**src/l3d_queue.sv**
```systemverilog
// ----------------------------------------------------------------------------
// l3d_queue
// Small queue between the front and back parts; holds pixel items.
// ----------------------------------------------------------------------------
`default_nettype none
module l3d_queue #(
  parameter int Width = 48
) (
  input  wire logic             clk,
  input  wire logic             rst,
  input  wire logic             push,
  input  wire logic [Width-1:0] push_data,
  input  wire logic             pop,
  output logic                  full,
  output logic                  not_empty,
  output logic      [Width-1:0] head
);
  logic [Width-1:0] slots [2];
  logic             wr_ptr;
  logic             rd_ptr;
  logic [1:0]       count;

  assign full      = (count == 2'd2);
  assign not_empty = (count != 2'd0);
  assign head      = slots[rd_ptr];

  // two-entry ring
  always_ff @(posedge clk) begin
    if (rst) begin
      wr_ptr <= 1'b0;
      rd_ptr <= 1'b0;
      count  <= 2'd0;
    end else begin
      if (push) begin
        wr_ptr <= ~wr_ptr;
      end
      if (pop) begin
        rd_ptr <= ~rd_ptr;
      end
      count <= count + {1'b0, push} - {1'b0, pop};
    end
    if (push) begin
      slots[wr_ptr] <= push_data;
    end
  end
endmodule
`default_nettype wire

```
**config.mk**
```make
export PLATFORM = sky130hd
export DESIGN_NAME = l3d_queue
export DESIGN_NICKNAME = d
export VERILOG_FILES = /design/src/l3d_queue.sv
export SDC_FILE = /design/constraint.sdc
export NUM_CORES = 1
export LEC_CHECK = 0
export BUFFER_PORTS_ARGS = -buffer_cell sky130_fd_sc_hd__buf_2
export CORE_MARGIN = 4
export CORE_UTILIZATION = 50
export DETAILED_ROUTE_END_ITERATION = 8
export PLACE_DENSITY = 0.8
export REMOVE_ABC_BUFFERS = 1
export SETUP_SLACK_MARGIN = 0.15
export SLEW_MARGIN = 10
export SYNTH_ARGS = -nofsm -noshare
export SYNTH_HDL_FRONTEND = slang
export SYNTH_SLANG_ARGS = --single-unit
export TNS_END_PERCENT = 100
```
**constraint.sdc**
```tcl
create_clock -name clk -period 4.3 [get_ports clk]
set_clock_uncertainty 0.2 [all_clocks]
set_input_delay 0 -clock clk [delete_from_list [all_inputs] [get_ports clk]]
set_output_delay 0 -clock clk [all_outputs]
set_load 0.01 [all_outputs]
```
==> impl_metrics.csv, run 1 <==
group,metric,value,unit
run_status,outcome,"complete, no violations",
placed_design,dp.cells,367,
timing,fmaxAchievable,433.8,MHz
routing,wire_per_inst,15.01,microns
synth,synth_area_leaders,"edfxtp_1 77%, mux2_2 8.4%, mux2_4 8.0%, dfxtp_1 2.7%, buf_6 0.90%",
clock_tree,postCtsSetupBuffers,0,
timing,rsz0062_at_grt,"false",
power,ir_drop,0.2423,mV
timing,fin_setup_tns,0,ns
power,power-per-cell-area,388.1,nW/um^2
synth,synthCells,170,
floorplan,die_x,94.73,microns
power,p_clk_frac,0.254,
finish,fin_area,5050,sq um
floorplan,coreArea,7292,sq um
worst_setup_path,cp.arrival,2.11,ns
clock_tree,clkLatencyLatePin,0.34,ns
power,comb_power_share,0.148,
finish,final_common_cell,"buf_2",
timing,relSlewSlack,0.2361,
worst_setup_path,cpPeakStageDelay,0.73,ns
finish,nNetsFinal,385,
clock_tree,clk_pin_slew,0.09,ns
timing,fin_crit_sh,0.5360,
timing,hold_violations,0,
worst_setup_path,crit_path_end_kind,"primary output",
timing,finalSetupViolCount,0,
finish,final_cell_mix,"101 x buf_2, 96 x edfxtp_1, 52 x dlygate4sd3_1, 28 x mux2_2, 20 x mux2_4",
routing,num_vias,2029,
worst_setup_path,cp_max_fo,25,
global_routing,grt_pass1_wl,10060,microns
worst_setup_path,slowest_stage,"dfxtp_2",
routing,routed_wl,6516,microns
finish,num_antenna_cells,0,
power,p_int,1.517,mW
finish,stdcell_count,434,
flow_run,max_cap_viol_count,0,
power,switching_power,0.4426,mW
finish,utilization,0.6925,
power,p_total,1.960,mW
global_routing,gr-total-overflow,0,
worst_setup_path,cp.required,4.10,ns
routing,drtAntennaViolNets,0,
synth,syn_area,3761,sq um
finish,nFillCells,493,
worst_setup_path,critPathKind,"reg -> out",
global_routing,grt_usage,0.1527,
synth,seq_area_frac_synth,0.7931,
floorplan,ios,102,
global_routing,grt_pass1_vias,2145,
timing,fin_crit,2.305,ns
synth,synth_top_cell_by_area,"edfxtp_1",
finish,drive_above_1_share,0.5015,
clock_tree,clk_root_buffer_cell,"clkbuf_8",
global_routing,met3_usage,0.05179,
worst_setup_path,worstPathCellList,"buf_4 -> mux2_2 -> buf_2",
power,switching_share,0.2258,
synth,synth_seq_cells,101,
synth,synth_top_area_share,0.7665,
synth,yosys.cell_types.count,14,
global_routing,busiest_layer,"met2",
placed_design,gp_congestion,0.7135,
placed_design,dpl.hpwl,3886,microns
clock_tree,cts_num_sinks,101,
routing,drt-initial-drc-count,63,
power,pwr-share-seq,0.598,
timing,tightestPinTransition,1.146,ns
power,leakage,1.971,nW
floorplan,initial_core_util,0.5158,
worst_setup_path,worst_setup_path_start_kind,"register",
routing,dr.pass1.iters,4,
clock_tree,cts_tree,"built",
routing,drcViolationCount,0,
global_routing,grt_use_met1,0.1697,
clock_tree,h-tree-depth,3,
placed_design,placed_area,4372,sq um
clock_tree,numCtsBuffers,9,
global_routing,antenna_found_initial,0,
floorplan,fp.dieArea,8974,sq um
clock_tree,cts.path.max_buffers,2,
routing,viasPerCell,4.675,
floorplan,die_y,94.73,microns
global_routing,grt.met2_usage,0.2736,
min_path,hold_class,"in -> reg",
synth,syn_avg_cell_area,22.12,sq um
timing,final_max_slew_viol_count,0,
synth,yosys_warnings,0,
placed_design,io_buffers,101,
finish,syn2layout_area_growth,34.26,%
global_routing,grt_max_degree,49,
floorplan,rows,31,
synth_stat cells:
library cell,number
and2_1,1
buf_2,2
buf_6,3
dfxtp_1,5
edfxtp_1,96
ha_1,2
inv_1,2
mux2_2,28
mux2_4,20
nor2_1,4
nor2b_1,3
or2_2,1
xnor2_1,2
xnor3_1,1
per-layer routing:
metal | vias up | wire length (microns)
li1 | 981 | -
met1 | 974 | 2596
met2 | 72 | 3455
met3 | 2 | 438
met4 | 0 | 26
met5 | - | 0
stage by stage:
stage	setup slack, ns	hold WS (ns)
6_report	1.995	0.1649
5_1_grt	1.857	0.1515
4_1_cts	1.919	0.1453
3_5_place_dp	2.309	-0.008942
3_3_place_gp	2.336	-0.01082
2_1_floorplan	1.170	-0.1284
registers in the layout (all words and copies together), names as in the netlist, named ones only:
signal  cells
slots      96
count       2
rd_ptr      1
wr_ptr      1
final timing paths:
check	to	from	slack (ns)	cells past startpoint
worst max register to register	slots[1][39]	wr_ptr	2.36	1
worst min-delay path	slots[1][6]	push_data[6]	0.16	2
worst min register to register	rd_ptr	rd_ptr	0.32	2
worst max-delay path	head[8]	register	1.99	3
kinds of logic (layout without fill, tap and decap cells):
logic type	count (synthesis)	after routing	synth area share
fa+ha+maj	2	2	0.006652
mux	48	48	0.1637
buf+inv	7	172	0.01364
simple gates	9	9	0.01231
xor+xnor	3	3	0.01065
flops	101	101	0.7931
area by class of cell:
cell class	count	area (sq um)	share of cell area
clock inverter	4	26.28	0.005203
timing repair buffer	155	1041	0.2061
inverter	2	7.507	0.001487
sequential	101	2984	0.5909
tap	99	123.9	0.02453
clock buffer	11	131.4	0.02602
multi-input combinational	62	735.7	0.1457
power by group through the flow:
stage               clock network (mW)  logic, mW  registers (mW)
floorplan                            0      0.148            1.20
global placement                     0      0.250            1.19
detailed placement                   0      0.253            1.20
CTS                              0.513      0.292            1.17
global route                     0.555      0.316            1.18
finish                           0.498      0.289            1.17
worst max-delay path: cells and delay by family, from the launching register on:
| family | cells | cell delay (ns) |
|---|---|---|
| buf+inv | 2 | 0.63 |
| flops | 1 | 0.73 |
| mux | 1 | 0.40 |
what timing repair did:
item / 4_1_cts / 5_1_grt
gates resized for setup: 0 / 0
hold endpoints to repair: 118 / 0
hold buffers: 52 / 0
(Power assumes the default switching activity.)
==> run 2, diff against run 1 <==
Settings changed: CORE_UTILIZATION 50 to 47, PLACE_DENSITY 0.8 to 0.79.
Clock period 4.3 ns to 1.9 ns, I/O delays scaled along.
==> impl_metrics.csv, run 2 (synthesized netlist as in run 1, its figures left out) <==
group,metric,value,unit
power,power-per-cell-area,921.0,nW/um^2
clock_tree,h-tree-depth,3,
finish,reg.largest.list,"slots: 96 flops, count: 2 flops",
worst_setup_path,crit_family,"flip-flops",
global_routing,antenna_found_initial,0,
finish,largest_reg_flops,96,
finish,final_cell_mix,"101 x buf_2, 96 x edfxtp_1, 52 x dlygate4sd3_1, 28 x mux2_2, 20 x mux2_4",
finish,fin_area,5165,sq um
clock_tree,numCtsBuffers,9,
routing,wire_per_inst,15.06,microns
clock_tree,cts_num_sinks,101,
floorplan,ios,102,
floorplan,die_x,97.46,microns
power,p_total,4.757,mW
routing,drcViolationCount,0,
placed_design,gp_congestion,0.6757,
finish,num_antenna_cells,0,
finish,nNetsFinal,388,
min_path,worstHoldStart,"push_data[4]",
routing,viasPerCell,4.683,
finish,multi_input_area,735.7,sq um
routing,dr.pass1.iters,4,
clock_tree,clkLatencyLatePin,0.34,ns
clock_tree,clk_pin_slew,0.09,ns
clock_tree,cts.path.max_buffers,2,
finish,final_common_cell,"buf_2",
worst_setup_path,cp.arrival,1.47,ns
worst_setup_path,cpPeakStageDelay,0.38,ns
routing,num_vias,2065,
worst_setup_path,r2r-start,"count[0]",
clock_tree,cts_tree,"built",
flow_run,max_cap_viol_count,0,
power,ir_drop,0.5331,mV
worst_setup_path,worstPathCellList,"buf_12 -> mux2_2 -> buf_2",
placed_design,dpl.hpwl,4031,microns
floorplan,fp.dieArea,9497,sq um
finish,drive_above_1_share,0.5103,
worst_setup_path,cp.required,1.70,ns
finish,largest_register,"slots",
clock_tree,clk_root_buffer_cell,"clkbuf_8",
power,leakage,2.023,nW
timing,rsz0062_at_grt,"false",
timing,fin_setup_tns,0,ns
timing,relSlewSlack,0.7584,
global_routing,grt_pass1_wl,10960,microns
global_routing,grt_usage,0.1480,
timing,final_max_slew_viol_count,0,
floorplan,die_y,97.46,microns
placed_design,io_buffers,101,
floorplan,coreArea,7767,sq um
timing,hold_violations,0,
worst_setup_path,worst_setup_path_start_kind,"register",
min_path,hold_class,"in -> reg",
finish,syn2layout_area_growth,37.33,%
global_routing,gr-total-overflow,0,
global_routing,grt_pass1_vias,2369,
routing,drt-initial-drc-count,42,
worst_setup_path,slowest_stage,"dfxtp_2",
run_status,outcome,"complete, no violations",
worst_setup_path,crit_path_end_kind,"primary output",
worst_setup_path,cp_max_fo,27,
worst_setup_path,critPathKind,"reg -> out",
floorplan,initial_core_util,0.4842,
timing,finalSetupViolCount,0,
timing,fmaxAchievable,600.0,MHz
routing,drtAntennaViolNets,0,
timing,tightestPinTransition,0.3624,ns
finish,register_area,2984,sq um
floorplan,rows,32,
finish,nFillCells,548,
finish,utilization,0.6649,
timing,fin_crit_sh,0.8772,
routing,routed_wl,6642,microns
global_routing,grt_max_degree,49,
placed_design,placed_area,4423,sq um
worst_setup_path,crit_buf_inv,2,
timing,fin_crit,1.667,ns
run 2: cell types whose count changed in the layout (fill, tap and decap cells not counted), sizes merged:
cell and delta:
buf +3, inv +1, clkinv -1, bufinv +2
clkbuf -1
run 2: final cells by class:
type,instances,area share
flip-flops and latches,101,0.5778
repair buffers,158,0.2122
multi-input cells,62,0.1424
clock buffers,10,0.02471
well taps,102,0.02471
clock inverters,6,0.01672
inverters,2,0.001453
run 2: path summary, 6_finish.rpt:
| path | end | slack, ns | depth (start not counted) |
|---|---|---|---|
| max | head[7] | 0.23 | 3 |
| min | slots[0][4] | 0.17 | 2 |
| max reg2reg | count[1] | 0.46 | 6 |
| min reg2reg | rd_ptr | 0.34 | 2 |
run 2: where the power goes:
| part | total [mW] | leakage (nW) | switching (mW) | internal (mW) |
|---|---|---|---|---|
| logic | 0.702 | 0.974 | 0.311 | 0.391 |
| clock network | 1.42 | 0.107 | 0.679 | 0.742 |
| registers | 2.63 | 0.943 | 0.0412 | 2.59 |
run 2: per-stage QoR:
| stage | cells | hold slack, ns | setup slack [ns] |
|---|---|---|---|
| floorplan | 165 | -0.1284 | -1.230 |
| global placement | 373 | -0.01144 | 0.5227 |
| detailed placement | 373 | -0.008561 | 0.4651 |
| CTS | 441 | 0.1383 | 0.1944 |
| global route | 441 | 0.1418 | 0.1683 |
| finish | 441 | 0.1662 | 0.2333 |
run 2: worst register-to-register path: stages (launching register included):
cell,delay (ns)
dfxtp_1,0.36
inv_1,0.06
ha_1,0.26
inv_1,0.06
ha_1,0.15
xnor3_1,0.21
nor2_1,0.08
run 2: timing repair:
| action | in CTS | in global routing |
|---|---|---|
| hold buffers | 52 | 0 |
| hold endpoints to repair | 101 | 0 |
| endpoints found under the setup margin | 16 | 1 |
| gates cloned | 0 | 0 |
| buffers inserted | 0 | 0 |
| resized for setup | 1 | 1 |
run 2: routing by layer:
metal	up-vias	global-route usage	part of all wire
met3	13	0.04953	0.060
met5	-	0	0
met1	997	0.1604	0.39
li1	986	-	-
met4	0	0.05538	0.018
met2	69	0.2667	0.53
