--- src/l3d_pkg.sv ---
// ----------------------------------------------------------------------------
// l3d_pkg
// Shared types and constants of the 3D LUT interpolator.
// ----------------------------------------------------------------------------
`default_nettype none
package l3d_pkg;

  localparam int MaxLutSizeDefault    = 33;
  localparam int ComponentBitsDefault = 16;
  localparam int CfgDataBits          = 6;
  localparam int CfgIndexBits         = 1;
  localparam int IndexBits            = 16;

  localparam logic [CfgIndexBits-1:0] REG_LUT_SIZE    = 1'b0;
  localparam logic [CfgIndexBits-1:0] REG_INTERP_MODE = 1'b1;

  localparam logic CMD_LOAD  = 1'b0;
  localparam logic CMD_PIXEL = 1'b1;

  typedef enum logic [1:0] {
    BK_IDLE,
    BK_SPLIT,
    BK_READ,
    BK_BLEND
  } bk_state_t;

endpackage
`default_nettype wire

--- src/l3d_front.sv ---
// ----------------------------------------------------------------------------
// l3d_front
// Command front: holds the registers, performs loads, queues pixel items.
// ----------------------------------------------------------------------------
`default_nettype none
module l3d_front #(
  parameter int MaxLutSize    = l3d_pkg::MaxLutSizeDefault,
  parameter int ComponentBits = l3d_pkg::ComponentBitsDefault,
  parameter int AddrBits      = $clog2(MaxLutSize*MaxLutSize*MaxLutSize)
) (
  input  wire logic                       clk,
  input  wire logic                       rst,
  input  wire logic                       cfg_we,
  input  wire logic [l3d_pkg::CfgIndexBits-1:0] cfg_index,
  input  wire logic [l3d_pkg::CfgDataBits-1:0]  cfg_data,
  input  wire logic                       accept,
  input  wire logic                       command,
  input  wire logic [l3d_pkg::IndexBits-1:0]    entry_index,
  output logic                            load_we,
  output logic      [AddrBits-1:0]        load_addr,
  output logic                            pixel_push,
  output logic      [l3d_pkg::CfgDataBits-1:0]  size_eff,
  output logic                            nearest
);
  import l3d_pkg::*;

  logic [CfgDataBits-1:0] lut_size;
  logic [3*CfgDataBits:0] cube;

  // configuration registers
  always_ff @(posedge clk) begin
    if (rst) begin
      lut_size <= CfgDataBits'(MaxLutSize);
      nearest  <= 1'b0;
    end else if (cfg_we) begin
      unique case (cfg_index)
        REG_LUT_SIZE:    lut_size <= cfg_data;
        REG_INTERP_MODE: nearest  <= cfg_data[0];
        default: ;
      endcase
    end
  end

  // saturate size to the supported range
  always_comb begin
    if (lut_size < 6'd2) size_eff = 6'd2;
    else if (32'(lut_size) > MaxLutSize) size_eff = CfgDataBits'(MaxLutSize);
    else size_eff = lut_size;
  end

  assign cube       = (3*CfgDataBits+1)'(size_eff) * size_eff * size_eff;
  assign load_we    = accept && command == CMD_LOAD &&
                      {{(3*CfgDataBits+1-IndexBits){1'b0}}, entry_index} < cube;
  assign load_addr  = AddrBits'(entry_index);
  assign pixel_push = accept && command == CMD_PIXEL;
endmodule
`default_nettype wire
--- config.mk ---
export PLATFORM = sky130hd
export DESIGN_NAME = l3d_front
export DESIGN_NICKNAME = d
export VERILOG_FILES = /design/src/l3d_pkg.sv /design/src/l3d_front.sv
export SDC_FILE = /design/constraint.sdc
export NUM_CORES = 1
export LEC_CHECK = 0
export BUFFER_PORTS_ARGS = -buffer_cell sky130_fd_sc_hd__buf_2
export CORE_UTILIZATION = 35
export DETAILED_ROUTE_END_ITERATION = 10
export SKIP_LAST_GASP = 1
export SYNTH_ARGS = -nofsm -noshare
export SYNTH_HDL_FRONTEND = slang
export SYNTH_SLANG_ARGS = --single-unit
--- constraint.sdc ---
create_clock -name clk -period 18.05 [get_ports clk]
set_input_delay 1.805 -clock clk [delete_from_list [all_inputs] [get_ports clk]]
set_output_delay 1.805 -clock clk [all_outputs]
set_load 0.005 [all_outputs]
==> key figures, run 1 <==
Status
  • Outcome: complete, no violations

CTS
  • Cts repair resizes: 0
  • Hold Buf Count CTS: 0
  • Post-CTS setup buffers: 0
  • Number of CTS-inserted buffers: 3
  • CTS H-tree depth: 1
  • CTS tree: done
  • Worst-path clk slew: 0.04 ns
  • Clock Latency Late Sink: 0.23 ns
  • CTS max path bufs: 2
  • CTS root buf: clkbuf_8
  • Clk sinks: 7

Hold path
  • HP Class: flip-flop to flip-flop
  • Hold Path Stages: 2

Floorplan
  • Initial Util: 36.3%
  • Chip width: 100 um
  • Row Count: 35
  • Die H: 100 um
  • I/O pin total: 53
  • Core area: 9330 um^2
  • Die area: 10100 um^2

Timing
  • Final slew viol count: 0
  • Fmax: 91.6 MHz
  • Setup_tns: 0 ns
  • Final hold vios: 0
  • Worst-Margin Slew: 0.765 ns
  • Fin crit period: 10.91 ns
  • Period Utilization, post-route: 60.5%
  • Slew HR: 48.7%
  • RSZ-0062 raised after global routing: no
  • Final setup viols: 0
  • Clk_skew: 0 ns

Route
  • Routed WL: 7000 um
  • Number of DRC markers in iteration 0: 145
  • Routed vias: 2808
  • WL/cell: 11.8 um
  • DR pass1 iterations: 4
  • DRC viols: 0
  • Post-route ant nets: 0
  • Via/cell ratio: 4.74

Finish
  • # diodes: 0
  • Finished Cell Area: 3720 um^2
  • Layout Cells excl Fill: 593
  • # nets final: 593
  • Most frequent cells in the layout: 81 x inv_1, 60 x nor2_1, 56 x ha_1
  • Commonest non-fill, non-tap cell in the layout: inv_1
  • Area grow syn2layout: 9.90%
  • Layout cell share with drive strength beyond 1: 14.0%

Synth
  • Cells after synthesis: 427
  • Share of synthesized registers carrying an async set or reset: 0%
  • Top FF cell, synth: dfxtp_1
  • Area of the mapped netlist: 3390 um^2
  • Post-synth EDFFs: 0
  • Flops & latches, synth: 7
  • Yosys cell types: 46
  • Syn avg cell area: 7.93 um^2
  • Total of warnings raised by yosys: 0
  • Sequential element share of the synthesized area: 4.14%

GRT
  • Antenna violations before repair: 0
  • First-pass GRT wire length: 12600 um
  • Vias in the first global route: 2828
  • GR Util All Layers: 15.5%
  • Final global-route overflow total: 0
  • Largest net degree at the start of global routing: 14

Power and ir drop
  • PD cells: 51.2 nW/um^2
  • Leakage power: 2.00 nW
  • Switch share: 50.4%
  • Switching power: 0.0962 mW
  • Combinational Power Share: 79.3%
  • Register share of total power: 9.1%
  • P_int: 0.0946 mW
  • Clock Power Share: 11.7%
  • Max IR drop VDD: 21.9 uV

Setup path
  • CP arrival: 9.11 ns
  • CP endpoint kind: output port
  • Critical Path Max Stage Delay: 0.54 ns
  • WS Path Type: flip-flop to output port
  • Most used cell, CP: inv_1
  • Worst Reg-to-Reg Cells: 3
  • WP data required: 16.24 ns
  • Worst-path fanout max: 13
  • Startpoint types: flip-flop
  • Slowest-stage cell, CP: fa_1

Placement
  • Placed Area: 3680 um^2
  • GP Congestion: 0.859
  • DP HPWL: 6100 um
  • Placed Cells: 589
  • IO Port Bufs: 52

Flow run
  • Reported max-cap violation count: 0
worst paths after layout:
check              start           to  slack (ns)
max reg2reg  lut_size[5]  lut_size[5]       16.90
min reg2reg      nearest      nearest        0.46
max          lut_size[5]      load_we        7.14
min              nearest      nearest        0.46
metal layers:
metal	up-vias	GRT usage [%]	part of all wire [%]
met3	4	0.905	3.9
met5	-	0	0
met4	0	1.67	0.39
met1	1345	20.6	45
li1	1411	-	-
met2	48	28.6	51
cell families after synthesis:
| logic type | count (synthesis) | share of synthesized area [%] |
|---|---|---|
| compound gates | 61 | 12.1 |
| xor+xnor | 18 | 4.65 |
| fa+ha+maj | 100 | 46.7 |
| buf+inv | 106 | 13.5 |
| flops | 7 | 4.14 |
| mux | 7 | 2.11 |
| other cells | 2 | 0.222 |
| simple gates | 126 | 16.6 |
power groups by stage:
stage	Clock (mW)	Sequential, mW	Combinational, mW
3_3_place_gp	0	0.0175	0.150
4_1_cts	0.0231	0.0173	0.153
3_5_place_dp	0	0.0175	0.152
5_1_grt	0.0240	0.0174	0.180
2_1_floorplan	0	0.0173	0.120
6_report	0.0223	0.0173	0.151
per-stage QoR:
step	setup slack [ns]	hold slack, ns	total power [mW]	utilization [%]
final	7.14	0.457	0.191	39.9
after global routing	6.49	0.487	0.221	39.9
after CTS	7.14	0.462	0.194	39.9
after detailed placement	7.42	0.456	0.170	39.4
after global placement	7.69	0.441	0.167	39.4
after floorplan	8.30	0.447	0.137	-
cells in the mapped netlist (2+ instances only):
master    count  area [um^2]
inv_1        81          304
nor2_1       60          225
ha_1         56          701
fa_1         44          881
nand2_1      32          120
a21oi_1      20          100
buf_4        16          120
xor2_1       11         96.3
o21ai_0       9         45.0
a21o_1        8         60.1
and2_1        8         50.1
dfxtp_1       7          140
xnor2_1       7         61.3
clkbuf_1      6         22.5
mux2i_1       6         60.1
or2_2         5         31.3
nand3_1       4         20.0
nor2b_1       4         25.0
o211ai_1      4         30.0
a211oi_1      3         22.5
nand2b_1      3         18.8
nor3_1        3         15.0
o21a_1        3         22.5
a211o_1       2         17.5
a21boi_0      2         15.0
conb_1        2         7.51
nor3b_1       2         15.0
worst max-delay path: cells and delay by family, from the launching register on:
kind | cells | cell delay [ns]
adder cells (fa/ha/maj) | 9 | 3.80
buffers and inverters | 8 | 0.77
AO/OA/AOI/OAI | 10 | 2.22
AND/OR/NAND/NOR | 8 | 1.46
XOR/XNOR | 1 | 0.15
flip-flops | 1 | 0.44
cell type report:
class / instances / area (um^2)
multi-input combinational: 318 / 2800
clock buffer: 4 / 45.0
tap: 129 / 161
sequential: 7 / 140
timing repair buffer: 52 / 260
inverter: 83 / 312
fill: 975 / 5610
state kept, by name, indices dropped and copies added, names as in the netlist:
name	count
lut_size	6
nearest	1
(Power assumes the default switching activity.)
==> inputs of run 2 (changes only) <==
--- a/config.mk
+++ b/config.mk
@@ -5,6 +5,7 @@
 export SDC_FILE = /design/constraint.sdc
 export NUM_CORES = 1
 export LEC_CHECK = 0
+export ABC_AREA = 1
 export BUFFER_PORTS_ARGS = -buffer_cell sky130_fd_sc_hd__buf_2
 export CORE_UTILIZATION = 35
 export DETAILED_ROUTE_END_ITERATION = 10
==> constraint.sdc (replaced) <==
create_clock -name clk -period 10.4 [get_ports clk]
set_input_delay 1.04 -clock clk [delete_from_list [all_inputs] [get_ports clk]]
set_output_delay 1.04 -clock clk [all_outputs]
set_load 0.005 [all_outputs]
==> key figures, run 2 <==
Route
  • Via/cell ratio: 4.55
  • DRC viols: 0
  • Routed vias: 3014
  • DR pass1 iterations: 4
  • Post-route ant nets: 0
  • Routed WL: 7360 um
  • WL/cell: 11.1 um
  • Number of DRC markers in iteration 0: 93

Finish
  • Commonest non-fill, non-tap cell in the layout: inv_1
  • Most frequent cells in the layout: 113 x inv_1, 86 x nand2_1, 60 x nor2_1
  • Multi-input logic area: 2820 um^2
  • Area grow syn2layout: 9.52%
  • Regs by FF count: lut_size (6), nearest (1)
  • # diodes: 0
  • FF+latch area: 140 um^2
  • Layout Cells excl Fill: 662
  • Largest register by flop count: lut_size
  • Largest register FFs: 6
  • Layout cell share with drive strength beyond 1: 14.6%
  • # fillers: 1072
  • # nets final: 658
  • Final core occ: 39.6%

Timing
  • Setup_tns: 0 ns
  • Fin crit period: 9.48 ns
  • Final slew viol count: 0
  • Final hold vios: 0
  • Fmax: 105 MHz
  • Worst-Margin Slew: 0.670 ns
  • Period Utilization, post-route: 91.2%
  • Slew HR: 54.6%
  • Clk_skew: 0 ns
  • RSZ-0062 raised after global routing: no
  • WHS: 0.453 ns
  • Final setup viols: 0

GRT
  • GRT met2 Usage: 29.7%
  • Antenna violations before repair: 0
  • M1 GR Usage: 22.0%
  • Met3 usage: 0.678%
  • First-pass GRT wire length: 13800 um
  • GR Util All Layers: 16.3%
  • Vias in the first global route: 3162
  • GR peak layer: met2
  • Final global-route overflow total: 0
  • Largest net degree at the start of global routing: 12

Synth
  • Sequential element share of the synthesized area: 3.95%
  • Top FF cell, synth: dfxtp_1
  • Post-synth top cells: 113 x inv_1, 86 x nand2_1, 60 x nor2_1
  • Flops & latches, synth: 7
  • Syn avg cell area: 7.24 um^2
  • Post-synth top area share: 24.8%
  • Cell accounting for the most synthesized area: fa_1
  • Main combinational cell family by area after synthesis: adder cells
  • Post-synth EDFFs: 0
  • Cells after synthesis: 490
  • Post-Synth Simple-Gate Area: 20.3%
  • Share of synthesized registers carrying an async set or reset: 0%
  • Synth top area cells: fa_1 25%, ha_1 20%, inv_1 12%
  • Yosys cell types: 42
  • Area of the mapped netlist: 3550 um^2
  • Adder-Cell Fraction of Synth Area: 44.6%
  • Mux contribution to synthesized area: 0.282%
  • Total of warnings raised by yosys: 0
  • Xor/xnor share of the synthesized area: 5.39%
  • Cell with the most instances after synthesis: inv_1
  • Compound-Gate Fraction of Synth Area: 8.29%

Setup path
  • WP data required: 9.36 ns
  • CP arrival: 8.44 ns
  • Startpoint types: flip-flop
  • Worst-path fanout max: 11
  • CP endpoint kind: output port
  • WS Path Type: flip-flop to output port
  • Critical Path Max Stage Delay: 0.58 ns
  • Slowest-stage cell, CP: dfxtp_1

Power and ir drop
  • PD cells: 162 nW/um^2
  • Max IR drop VDD: 65.5 uV
  • Leakage power: 2.25 nW

Floorplan
  • Die area: 10500 um^2
  • I/O pin total: 53
  • Core area: 9820 um^2
  • Initial Util: 36.1%
  • Die H: 103 um
  • Chip width: 103 um
  • Row Count: 36

Placement
  • DP HPWL: 6440 um
  • Placed Cells: 658
  • IO Port Bufs: 52
  • GP Congestion: 0.815

Hold path
  • HP Class: flip-flop to flip-flop

CTS
  • Clock Latency Late Sink: 0.23 ns
  • Post-CTS setup buffers: 0
  • CTS root buf: clkbuf_8
  • Clk sinks: 7
  • CTS tree: done
  • Hold Buf Count CTS: 0
  • CTS H-tree depth: 1
  • Worst-path clk slew: 0.04 ns
  • Cts repair resizes: 0
  • CTS max path bufs: 2
  • Number of CTS-inserted buffers: 3

Status
  • Outcome: complete, no violations

Flow run
  • Reported max-cap violation count: 0
## run 2: changes by cell type after synthesis, sizes merged, moves of 5 or more
cell and delta:
a21o -7, a21oi +6, inv +38, mux2i -5
nand2 +57, nand3 +5
## run 2: cells by family after synthesis
logic type,after synthesis
simple gates,174
mux,1
compound gates,46
xor+xnor,18
fa+ha+maj,100
other cells,2
flops,7
buf+inv,142
## run 2: path summary, 6_finish.rpt
kind | from | endpoint | slack, ns | cells after the start
max | lut_size[5] | load_we | 0.92 | 34
min | nearest | nearest | 0.45 | 2
max reg2reg | lut_size[5] | lut_size[5] | 9.32 | 2
min reg2reg | nearest | nearest | 0.45 | 2
## run 2: power by group
part	switching, mW	internal (mW)	total, mW
Combinational	0.337	0.223	0.560
Clock	0.0118	0.0265	0.0384
Sequential	0.00192	0.0287	0.0306
Total	0.351	0.279	0.629
## run 2: through the flow
step | area (um^2) | total power, mW | setup slack [ns]
final | 3890 | 0.629 | 0.920
after global routing | 3890 | 0.738 | 0.269
after CTS | 3890 | 0.639 | 0.957
after detailed placement | 3840 | 0.597 | 1.21
after global placement | 3840 | 0.584 | 1.31
after floorplan | 3560 | 0.484 | 2.34
## run 2: critical path: cells and delay by family, from the launching register on
family	cells	cell delay, ns
buf+inv	7	0.70
simple gates	9	1.21
compound gates	7	1.32
flops	1	0.58
xor+xnor	2	0.50
fa+ha+maj	9	3.89
## run 2: layout make-up
| type | count | area share, % |
|---|---|---|
| inverters | 121 | 11.7 |
| flip-flops and latches | 7 | 3.61 |
| multi-input cells | 345 | 72.6 |
| clock buffers | 4 | 1.16 |
| well taps | 133 | 4.28 |
| repair buffers | 52 | 6.70 |
## run 2: layer usage
| layer | vias to the layer above | wire length (um) |
|---|---|---|
| met4 | 0 | 50 |
| met5 | - | 0 |
| met2 | 43 | 3680 |
| met1 | 1423 | 3470 |
| li1 | 1542 | - |
| met3 | 6 | 150 |
